--- src/design/wtls_certificate_field_parser_assert.svh ---
// ---------------------------------------------------------------------------
// WTLS certificate field parser assertion macros
// Concurrent assertion wrappers, compiled out when ASSERT_OFF is defined.
// ---------------------------------------------------------------------------
`ifndef WTLS_CERTIFICATE_FIELD_PARSER_ASSERT_SVH
`define WTLS_CERTIFICATE_FIELD_PARSER_ASSERT_SVH

`ifndef ASSERT_OFF
// same-cycle implication, disabled during reset
`define WCFP_ASSERT(lbl, clk_s, rstn_s, ante, cons, msg) \
	lbl: assert property (@(posedge clk_s) disable iff (!rstn_s) (ante) |-> (cons)) \
		else $error(msg);
// next-cycle implication, disabled during reset
`define WCFP_ASSERT_NEXT(lbl, clk_s, rstn_s, ante, cons, msg) \
	lbl: assert property (@(posedge clk_s) disable iff (!rstn_s) (ante) |=> (cons)) \
		else $error(msg);
`else
`define WCFP_ASSERT(lbl, clk_s, rstn_s, ante, cons, msg)
`define WCFP_ASSERT_NEXT(lbl, clk_s, rstn_s, ante, cons, msg)
`endif

`endif

--- src/design/wcfp_pkg.sv ---
// ---------------------------------------------------------------------------
// wcfp_pkg
// Field codes, status codes, register indexes, item types and phase helpers.
// ---------------------------------------------------------------------------
package wcfp_pkg;

	// parse phases, which double as field codes
	localparam logic [4:0] PH_VERSION  = 5'd0;
	localparam logic [4:0] PH_ISS_ID   = 5'd2;
	localparam logic [4:0] PH_ISS_NLEN = 5'd4;
	localparam logic [4:0] PH_NBEFORE  = 5'd6;
	localparam logic [4:0] PH_NAFTER   = 5'd7;
	localparam logic [4:0] PH_SUB_ID   = 5'd8;
	localparam logic [4:0] PH_SUB_NLEN = 5'd10;
	localparam logic [4:0] PH_KEY_ALG  = 5'd12;
	localparam logic [4:0] PH_PARAM    = 5'd13;
	localparam logic [4:0] PH_EXP_LEN  = 5'd14;
	localparam logic [4:0] PH_MOD_LEN  = 5'd16;
	localparam logic [4:0] PH_MODULUS  = 5'd17;
	localparam logic [4:0] PH_SIGLEN   = 5'd19;
	localparam logic [4:0] PH_SIG      = 5'd20;
	localparam logic [4:0] PH_DONE     = 5'd21;

	// status codes
	localparam logic [2:0] ST_OK      = 3'd0;
	localparam logic [2:0] ST_BAD_ID  = 3'd1;
	localparam logic [2:0] ST_BAD_KEY = 3'd2;
	localparam logic [2:0] ST_PARAM   = 3'd3;
	localparam logic [2:0] ST_LEN     = 3'd4;
	localparam logic [2:0] ST_TRUNC   = 3'd5;

	// configuration register indexes
	localparam logic [1:0] REG_EXP_LEN  = 2'd0;
	localparam logic [1:0] REG_TEXT_ID  = 2'd1;
	localparam logic [1:0] REG_RSA_CODE = 2'd2;

	localparam logic [17:0] COUNT_MAX      = 18'h3FFFF;
	localparam logic [7:0]  PARAM_RESERVED = 8'd255;

	// classified byte handed from front to back
	typedef struct packed {
		logic [7:0] data_byte;
		logic       last;
		logic       id_ok;
		logic       key_ok;
		logic       is_reserved;
	} mid_item_t;

	// one result item
	typedef struct packed {
		logic [4:0]  field_code;
		logic [7:0]  field_byte;
		logic [15:0] field_index;
		logic [31:0] field_value;
		logic        field_end;
		logic        done_res;
		logic [2:0]  status;
		logic [17:0] cert_size;
		logic [17:0] byte_count;
	} result_t;

	// fixed field length, zero for variable fields
	function automatic logic [2:0] fixed_len(input logic [4:0] p);
		logic [2:0] l;
		case (p)
			5'd3, 5'd9, 5'd14, 5'd16, 5'd19: l = 3'd2;
			5'd6, 5'd7:                      l = 3'd4;
			5'd0, 5'd1, 5'd2, 5'd4, 5'd8,
			5'd10, 5'd12, 5'd13:             l = 3'd1;
			default:                         l = 3'd0;
		endcase
		return l;
	endfunction

	function automatic logic is_assembled(input logic [4:0] p);
		return p == PH_ISS_NLEN || p == PH_NBEFORE || p == PH_NAFTER ||
			p == PH_SUB_NLEN || p == PH_EXP_LEN || p == PH_MOD_LEN || p == PH_SIGLEN;
	endfunction

	function automatic logic is_length(input logic [4:0] p);
		return p == PH_ISS_NLEN || p == PH_SUB_NLEN || p == PH_EXP_LEN ||
			p == PH_MOD_LEN || p == PH_SIGLEN;
	endfunction

	// phase that follows a completed field
	function automatic logic [4:0] after_phase(input logic [4:0] p);
		logic [4:0] n;
		if (p == PH_MODULUS) begin
			n = PH_SIGLEN;
		end else if (p >= PH_SIG) begin
			n = PH_DONE;
		end else begin
			n = p + 5'd1;
		end
		return n;
	endfunction

endpackage

--- src/design/wcfp_fifo.sv ---
// ---------------------------------------------------------------------------
// wcfp_fifo
// Small register queue with push/full and pop/empty, head shown directly.
// ---------------------------------------------------------------------------
module wcfp_fifo #(
	parameter int WIDTH = 8,
	parameter int DEPTH = 2
) (
	input  logic             clk,
	input  logic             arst_n,
	input  logic             push,
	input  logic [WIDTH-1:0] wdata,
	output logic             full,
	input  logic             pop,
	output logic [WIDTH-1:0] rdata,
	output logic             empty
);
	localparam int AW = (DEPTH > 1) ? $clog2(DEPTH) : 1;

	logic [WIDTH-1:0] mem_q [DEPTH];
	logic [AW-1:0]    wr_ptr_q;
	logic [AW-1:0]    rd_ptr_q;
	logic [AW:0]      count_q;
	logic             do_push;
	logic             do_pop;

	assign full    = (count_q == (AW+1)'(DEPTH));
	assign empty   = (count_q == '0);
	assign do_push = push && !full;
	assign do_pop  = pop && !empty;
	assign rdata   = mem_q[rd_ptr_q];

	// storage, no reset on payload
	always_ff @(posedge clk) begin
		if (do_push) begin
			mem_q[wr_ptr_q] <= wdata;
		end
	end

	// pointers and fill count
	always_ff @(posedge clk or negedge arst_n) begin
		if (!arst_n) begin
			wr_ptr_q <= '0;
			rd_ptr_q <= '0;
			count_q  <= '0;
		end else begin
			if (do_push) begin
				wr_ptr_q <= (wr_ptr_q == AW'(DEPTH - 1)) ? '0 : wr_ptr_q + AW'(1);
			end
			if (do_pop) begin
				rd_ptr_q <= (rd_ptr_q == AW'(DEPTH - 1)) ? '0 : rd_ptr_q + AW'(1);
			end
			if (do_push && !do_pop) begin
				count_q <= count_q + (AW+1)'(1);
			end else if (do_pop && !do_push) begin
				count_q <= count_q - (AW+1)'(1);
			end
		end
	end
endmodule

--- src/design/wcfp_front.sv ---
// ---------------------------------------------------------------------------
// wcfp_front
// Accepts raw bytes, tags them with the byte-level checks and queues them.
// ---------------------------------------------------------------------------
module wcfp_front #(
	parameter int DEPTH = 2
) (
	input  logic                clk,
	input  logic                arst_n,
	input  logic                push,
	output logic                full,
	input  logic [7:0]          data_byte,
	input  logic                last,
	input  logic [7:0]          text_id_code,
	input  logic [7:0]          rsa_key_code,
	input  logic                mid_pop,
	output wcfp_pkg::mid_item_t mid_item,
	output logic                mid_empty
);
	import wcfp_pkg::*;

	mid_item_t cls;
	logic [$bits(mid_item_t)-1:0] rd_bits;

	// byte classification against the configured codes
	always_comb begin
		cls.data_byte   = data_byte;
		cls.last        = last;
		cls.id_ok       = (data_byte == text_id_code);
		cls.key_ok      = (data_byte == rsa_key_code);
		cls.is_reserved = (data_byte == PARAM_RESERVED);
	end

	wcfp_fifo #(
		.WIDTH ($bits(mid_item_t)),
		.DEPTH (DEPTH)
	) u_mid_q (
		.clk    (clk),
		.arst_n (arst_n),
		.push   (push),
		.wdata  (cls),
		.full   (full),
		.pop    (mid_pop),
		.rdata  (rd_bits),
		.empty  (mid_empty)
	);

	assign mid_item = mid_item_t'(rd_bits);
endmodule

--- src/design/wcfp_back.sv ---
// ---------------------------------------------------------------------------
// wcfp_back
// Field parser: walks the certificate phases one byte per cycle while bytes
// wait and the result queue has room, and writes one result item per byte.
// ---------------------------------------------------------------------------
module wcfp_back (
	input  logic                clk,
	input  logic                arst_n,
	input  logic [17:0]         expected_length,
	input  wcfp_pkg::mid_item_t item,
	input  logic                item_valid,
	output logic                item_pop,
	input  logic                res_full,
	output logic                res_push,
	output wcfp_pkg::result_t   res
);
	import wcfp_pkg::*;

	logic [4:0]  phase_q,     phase_d;
	logic [15:0] remaining_q, remaining_d;
	logic [15:0] position_q,  position_d;
	logic [31:0] assembly_q,  assembly_d;
	logic [17:0] consumed_q,  consumed_d;
	logic [17:0] size_q,      size_d;
	logic [2:0]  err_q,       err_d;

	logic        fire;
	logic [2:0]  flen;
	logic [15:0] len16;
	logic [16:0] pos_inc;
	logic [31:0] asm_new;
	logic [4:0]  next_ph;
	logic [2:0]  err_now;

	assign fire     = item_valid && !res_full;
	assign item_pop = fire;
	assign res_push = fire;

	// next state and result for the byte at the head of the queue
	always_comb begin
		consumed_d  = (consumed_q == COUNT_MAX) ? consumed_q : consumed_q + 18'd1;
		phase_d     = phase_q;
		remaining_d = remaining_q;
		position_d  = position_q;
		assembly_d  = assembly_q;
		size_d      = size_q;
		err_d       = err_q;
		next_ph     = phase_q;
		err_now     = ST_OK;
		asm_new     = {assembly_q[23:0], item.data_byte};
		flen        = fixed_len(phase_q);
		len16       = (flen != 3'd0) ? {13'd0, flen} : remaining_q;
		pos_inc     = {1'b0, position_q} + 17'd1;

		res.field_code  = PH_DONE;
		res.field_byte  = item.data_byte;
		res.field_index = '0;
		res.field_value = '0;
		res.field_end   = 1'b0;
		res.done_res    = 1'b0;

		if (phase_q != PH_DONE) begin
			res.field_code  = phase_q;
			res.field_index = position_q;
			if (is_assembled(phase_q)) begin
				assembly_d      = asm_new;
				res.field_value = asm_new;
			end
			res.field_end = (pos_inc >= {1'b0, len16});

			// field content checks
			if ((phase_q == PH_ISS_ID || phase_q == PH_SUB_ID) && !item.id_ok) begin
				err_now = ST_BAD_ID;
			end else if (phase_q == PH_KEY_ALG && !item.key_ok) begin
				err_now = ST_BAD_KEY;
			end else if (phase_q == PH_PARAM && item.is_reserved) begin
				err_now = ST_PARAM;
			end

			if (err_now != ST_OK) begin
				err_d         = err_now;
				phase_d       = PH_DONE;
				res.done_res  = 1'b1;
				res.field_end = 1'b1;
			end else if (res.field_end) begin
				next_ph    = after_phase(phase_q);
				position_d = '0;
				// a zero length skips the variable field behind it
				if (is_length(phase_q)) begin
					if (asm_new == '0) begin
						next_ph = after_phase(next_ph);
					end else begin
						remaining_d = asm_new[15:0];
					end
				end
				if (is_assembled(phase_q)) begin
					assembly_d = '0;
				end
				if (next_ph == PH_SIGLEN) begin
					size_d = consumed_d;
				end
				if (next_ph == PH_DONE) begin
					res.done_res = 1'b1;
					if (expected_length != '0 && consumed_d != expected_length) begin
						err_d = ST_LEN;
					end
				end
				phase_d = next_ph;
			end else begin
				position_d = pos_inc[15:0];
			end
		end

		// buffer ended before the parse finished
		if (item.last && phase_d != PH_DONE && err_d == ST_OK) begin
			err_d        = ST_TRUNC;
			res.done_res = 1'b1;
		end

		res.status     = err_d;
		res.cert_size  = size_d;
		res.byte_count = consumed_d;
	end

	// parse state, cleared after the last byte of a buffer
	always_ff @(posedge clk or negedge arst_n) begin
		if (!arst_n) begin
			phase_q     <= PH_VERSION;
			remaining_q <= '0;
			position_q  <= '0;
			assembly_q  <= '0;
			consumed_q  <= '0;
			size_q      <= '0;
			err_q       <= ST_OK;
		end else if (fire) begin
			if (item.last) begin
				phase_q     <= PH_VERSION;
				remaining_q <= '0;
				position_q  <= '0;
				assembly_q  <= '0;
				consumed_q  <= '0;
				size_q      <= '0;
				err_q       <= ST_OK;
			end else begin
				phase_q     <= phase_d;
				remaining_q <= remaining_d;
				position_q  <= position_d;
				assembly_q  <= assembly_d;
				consumed_q  <= consumed_d;
				size_q      <= size_d;
				err_q       <= err_d;
			end
		end
	end
endmodule

--- src/design/wtls_certificate_field_parser.sv ---
// ---------------------------------------------------------------------------
// wtls_certificate_field_parser
// Tags each certificate byte with its field, assembles times and lengths,
// checks codes and total length, and reports the size before the signature.
//
//   channel   handshake         payload
//   input     push / full       data_byte, last
//   result    empty / pop       field_code .. byte_count
//   config    cfg_we            cfg_addr, cfg_wdata
//
// One item per cycle sustained while the result queue is not full; an accepted
// item is registered in the input queue, then parsed and registered in the result
// queue, from which it can be popped. The parser state is registered.
// The input queue keeps accepting while results wait; it fills only when the
// result queue is full and not popped. Reset empties both queues, clears the
// parse state and loads the register defaults.
// ---------------------------------------------------------------------------
module wtls_certificate_field_parser #(
	parameter int MID_DEPTH = 2,
	parameter int OUT_DEPTH = 2
) (
	input  logic        clk,
	input  logic        arst_n,
	input  logic        push,
	output logic        full,
	input  logic [7:0]  data_byte,
	input  logic        last,
	output logic        empty,
	input  logic        pop,
	output logic [4:0]  field_code,
	output logic [7:0]  field_byte,
	output logic [15:0] field_index,
	output logic [31:0] field_value,
	output logic        field_end,
	output logic        done_res,
	output logic [2:0]  status,
	output logic [17:0] cert_size,
	output logic [17:0] byte_count,
	input  logic        cfg_we,
	input  logic [1:0]  cfg_addr,
	input  logic [17:0] cfg_wdata
);
	import wcfp_pkg::*;

`include "wtls_certificate_field_parser_assert.svh"

	logic [17:0] expected_length_q;
	logic [7:0]  text_id_code_q;
	logic [7:0]  rsa_key_code_q;

	mid_item_t   mid_item;
	logic        mid_empty;
	logic        mid_pop;
	result_t     res;
	logic        res_push;
	logic        res_full;
	logic [$bits(result_t)-1:0] out_bits;
	result_t     out_item;

	// configuration registers
	always_ff @(posedge clk or negedge arst_n) begin
		if (!arst_n) begin
			expected_length_q <= 18'd0;
			text_id_code_q    <= 8'd1;
			rsa_key_code_q    <= 8'd2;
		end else if (cfg_we) begin
			case (cfg_addr)
				REG_EXP_LEN:  expected_length_q <= cfg_wdata;
				REG_TEXT_ID:  text_id_code_q    <= cfg_wdata[7:0];
				REG_RSA_CODE: rsa_key_code_q    <= cfg_wdata[7:0];
				default: ;
			endcase
		end
	end

	wcfp_front #(
		.DEPTH (MID_DEPTH)
	) u_front (
		.clk          (clk),
		.arst_n       (arst_n),
		.push         (push),
		.full         (full),
		.data_byte    (data_byte),
		.last         (last),
		.text_id_code (text_id_code_q),
		.rsa_key_code (rsa_key_code_q),
		.mid_pop      (mid_pop),
		.mid_item     (mid_item),
		.mid_empty    (mid_empty)
	);

	wcfp_back u_back (
		.clk             (clk),
		.arst_n          (arst_n),
		.expected_length (expected_length_q),
		.item            (mid_item),
		.item_valid      (!mid_empty),
		.item_pop        (mid_pop),
		.res_full        (res_full),
		.res_push        (res_push),
		.res             (res)
	);

	// result queue
	wcfp_fifo #(
		.WIDTH ($bits(result_t)),
		.DEPTH (OUT_DEPTH)
	) u_out_q (
		.clk    (clk),
		.arst_n (arst_n),
		.push   (res_push),
		.wdata  (res),
		.full   (res_full),
		.pop    (pop),
		.rdata  (out_bits),
		.empty  (empty)
	);

	assign out_item    = result_t'(out_bits);
	assign field_code  = out_item.field_code;
	assign field_byte  = out_item.field_byte;
	assign field_index = out_item.field_index;
	assign field_value = out_item.field_value;
	assign field_end   = out_item.field_end;
	assign done_res    = out_item.done_res;
	assign status      = out_item.status;
	assign cert_size   = out_item.cert_size;
	assign byte_count  = out_item.byte_count;

	// checks
	`WCFP_ASSERT(a_no_push_when_full, clk, arst_n, res_push, !res_full, "result pushed into full queue")
	`WCFP_ASSERT(a_trail_no_end, clk, arst_n, res_push && res.field_code == PH_DONE, !res.field_end && !res.done_res, "trailing byte marked as field end")
	`WCFP_ASSERT(a_full_not_empty, clk, arst_n, full, !empty, "input queue full with no result waiting")
endmodule
--- config.mk ---
export PLATFORM = sky130hd
export DESIGN_NAME = wtls_certificate_field_parser
export DESIGN_NICKNAME = d
export VERILOG_FILES = /design/src/design/wcfp_pkg.sv /design/src/design/wcfp_fifo.sv /design/src/design/wcfp_front.sv /design/src/design/wcfp_back.sv /design/src/design/wtls_certificate_field_parser.sv
export VERILOG_INCLUDE_DIRS = /design/src /design/src/design
export SDC_FILE = /design/constraint.sdc
export NUM_CORES = 1
export LEC_CHECK = 0
export ABC_CLOCK_PERIOD_IN_PS = 5600
export BUFFER_PORTS_ARGS = -buffer_cell sky130_fd_sc_hd__buf_2
export CAP_MARGIN = 15
export CELL_PAD_IN_SITES_DETAIL_PLACEMENT = 0
export CELL_PAD_IN_SITES_GLOBAL_PLACEMENT = 2
export CORE_ASPECT_RATIO = 0.75
export CORE_UTILIZATION = 38
export CTS_CLUSTER_DIAMETER = 200
export CTS_CLUSTER_SIZE = 8
export DETAILED_ROUTE_END_ITERATION = 10
export PLACE_DENSITY_LB_ADDON = 0.1
export SLEW_MARGIN = 20
export SYNTH_ARGS = -nofsm -noshare
export SYNTH_HDL_FRONTEND = slang
export SYNTH_SLANG_ARGS = --single-unit
export TNS_END_PERCENT = 30
--- constraint.sdc ---
create_clock -name clk -period 5.6 [get_ports clk]
set_clock_uncertainty 0.05 [all_clocks]
set_input_delay 0.56 -clock clk [delete_from_list [all_inputs] [get_ports clk]]
set_output_delay 0.56 -clock clk [all_outputs]
set_load 0.02 [all_outputs]
==> flow_summary_export.csv <==
group,metric,value,unit
floorplanning,io-pin-count,138,
logic_synthesis,netlist.area_leader.share,0.3962,
clock_network,root_buffer,"clkbuf_16",
critical_path,worstPathArrival,5.22,ns
sta,tightest_slew,1.210,ns
sta,slew_viol_final,0,
logic_synthesis,syn_area,17280,um^2
status,status,"complete, no violations",
logic_synthesis,synth.area.top_cells,"edfxtp_1 40%, dfrtp_1 20%, mux2_2 10%",
clock_network,clock_latency,0.58,ns
critical_path,critPathKind,"flip-flop to flip-flop",
logic_synthesis,syn-num-nets,1418,
floorplanning,rows,67,
detailed_routing,drtIter0Drc,877,
layout,syn_to_final_growth,16.59,%
detailed_routing,vias_per_cell,5.333,
logic_synthesis,synthArstFlopShare,0.3838,
logic_synthesis,synthDistinctLibCells,74,
floorplanning,initial_core_util,0.3860,
detailed_routing,antenna_left,0,
clock_network,cts.sinks,370,
power,power_leakage,7.870,nW
sta,grt_setup_unrepaired,"false",
power,power_density,638.8,nW/um^2
critical_path,required,6.05,ns
floorplanning,die_y,186.7,um
grt,grt_pass1_wl,68380,um
layout,final_layout_size_suffix_gt1_frac,0.2588,
logic_synthesis,synth_edf_count,228,
sta,hold_violations,0,
floorplanning,die_area,46340,um^2
detailed_routing,drc,0,
critical_path,startpoint,"u_back.phase_q[1]",
power,ir_drop,0.4753,mV
placed_design,dp_hpwl,30730,um
detailed_routing,firstDrtPassIters,7,
placed_design,gp_congestion,0.8531,
critical_path,r2r_cells,20,
floorplanning,dieWidth,248.2,um
run,cap_viol_max_count,0,
sta,fin_crit_sh,0.8524,
clock_network,postCtsSetupBuffers,0,
logic_synthesis,ys_top_cells_by_count,"228 x edfxtp_1, 154 x mux2_2, 140 x dfrtp_1, 99 x nand2_1, 70 x nor2_1",
worst_hold_path,hold_class,"primary input to async pin",
placed_design,io_buffers,137,
layout,fin_nets,1563,
logic_synthesis,ys_seq_elements,370,
clock_network,clock_path_buffers,3,
grt,antenna_found_initial,1,
clock_network,tritoncts,"yes",
logic_synthesis,synth_most_common_cell,"edfxtp_1",
grt,grt_pass1_vias,11010,
logic_synthesis,synthFlopType,"edfxtp_1",
sta,finalSetupTns,0,ns
clock_network,cts.reportedPaths.clkPinSlew,0.05,ns
critical_path,cp-end-kind,"flip-flop",
grt,grt.total_usage,0.1945,
critical_path,crit_path_start_kind,"flip-flop",
grt,gr-total-overflow,0,
grt,grt_max_degree,87,
sta,max_clock_freq,209.5,MHz
critical_path,rrSetupSlack,0.83,ns
critical_path,crit_fanout,15,
detailed_routing,num_vias,11350,
logic_synthesis,yosysTopAreaCell,"edfxtp_1",
layout,final_util,0.4500,
critical_path,reg2reg_from,"u_back.phase_q[1]",
floorplanning,design.core.area,44770,um^2
logic_synthesis,syn_inst,1355,
sta,fin_crit,4.773,ns
logic_synthesis,synth_warnings,0,
logic_synthesis,synth.yosys.seq_area_share,0.6020,
detailed_routing,drt-total-wl,45090,um
clock_network,ctsHoldBuffers,0,
sta,slew-limit-headroom,0.1857,
logic_synthesis,avgSynthCellArea,12.75,um^2
clock_network,cts_resized,0,
sta,finalSetupViolations,0,
clock_network,numCtsBuffers,52,
clock_network,ctsHtreeMaxLevel,2,
detailed_routing,wire_per_inst,21.18,um
[placed cells by master (no fill, tap or decap), types with 41 or more instances in the layout]
cell,n
and2_1,48
buf_2,136
clkbuf_1,41
clkbuf_16,52
dfrtp_1,139
edfxtp_1,228
inv_1,42
mux2_2,154
nand2_1,99
nor2_1,69
o21ai_0,62
xnor2_1,50
[flip-flops by register name, summed over array words and instances (netlist names), 2 cells and up]
register	cells
u_back.consumed_q	18
u_front.u_mid_q.count_q	2
u_front.u_mid_q.mem_q	24
u_out_q.mem_q	204
u_out_q.count_q	2
expected_length_q	18
u_back.err_q	3
u_back.phase_q	5
u_back.position_q	16
u_back.size_q	18
text_id_code_q	8
u_back.remaining_q	16
rsa_key_code_q	8
u_back.assembly_q	24
[metal layers]
layer | vias up | global-route usage | wire (um) | share of wire
met1 | 5657 | 0.3188 | 23780 | 0.53
met2 | 297 | 0.2642 | 18310 | 0.41
li1 | 5345 | - | - | -
met3 | 54 | 0.03409 | 2402 | 0.053
met5 | - | 0 | 0 | 0
met4 | 0 | 0.03752 | 590 | 0.013
[cell families (layout without fill, tap and decap cells)]
group	Yosys count	count (layout)	share of synthesized area
AOI/OAI and AO/OA	225	225	0.08921
xor gates and xnor gates	68	68	0.03526
adders and majority gates	29	29	0.02100
buffers and inverters	116	303	0.02773
DFF	370	370	0.6020
muxes	172	172	0.1111
other	0	1	0
and+or+nand+nor	375	375	0.1137
[worst paths after layout]
kind | endpoint
hold reg to reg | u_front.u_mid_q.wr_ptr_q
min in group clk | u_front.u_mid_q.mem_q[1][3]
hold / removal | u_back.size_q[5]
setup reg to reg | u_back.size_q[9]
setup / recovery | u_back.size_q[9]
max in group asynchronous | u_back.position_q[6]
[metrics by stage]
stage | hold WS [ns] | total power, W | instance area (um^2) | setup WS [ns] | instances
finish | 0.0006750 | 0.01287 | 20150 | 0.8266 | 2129
global placement | 0.4270 | 0.01007 | 18630 | 0.8747 | 2032
detailed placement | 0.4317 | 0.01008 | 18630 | 0.8164 | 2032
floorplan | 0.2144 | 0.008175 | 17280 | 0.9200 | 1355
CTS | 0.05183 | 0.01305 | 20140 | 0.7981 | 2128
global route | 0.05100 | 0.01361 | 20140 | 0.4927 | 2128
[power breakdown]
part           internal (W)  switching, W  leakage (nW)
Sequential          0.00420      0.000560          4.02
Combinational       0.00178       0.00342          3.13
Clock               0.00174       0.00116         0.715
[layout make-up]
cell class                 count  area (um^2)
antenna                        1        2.502
clock buffer                  93         1455
clock inverter                 3        58.81
fill                        4171        24620
inverter                      43        161.4
multi-input combinational    869         6434
sequential                   370        10410
tap                          586        733.2
timing repair buffer         164        894.6
[critical path, cell delays in order, from the launching register on]
cell and delay [ns]:
dfrtp_1 0.50, inv_1 0.17, ha_1 0.35, nor2_1 0.05
mux2i_1 0.14, o22ai_1 0.13, nor3_1 0.22, buf_4 0.23
nand2_1 0.08, ha_1 0.29, nand3_1 0.12, or2_2 0.31
a31oi_1 0.19, nor4_2 0.08, nor3_2 0.24, nand2b_2 0.13
nor4b_4 0.37, buf_4 0.28, and2_1 0.36, buf_4 0.24
a22o_1 0.16
No activity file was read; power rests on OpenSTA's default activity.
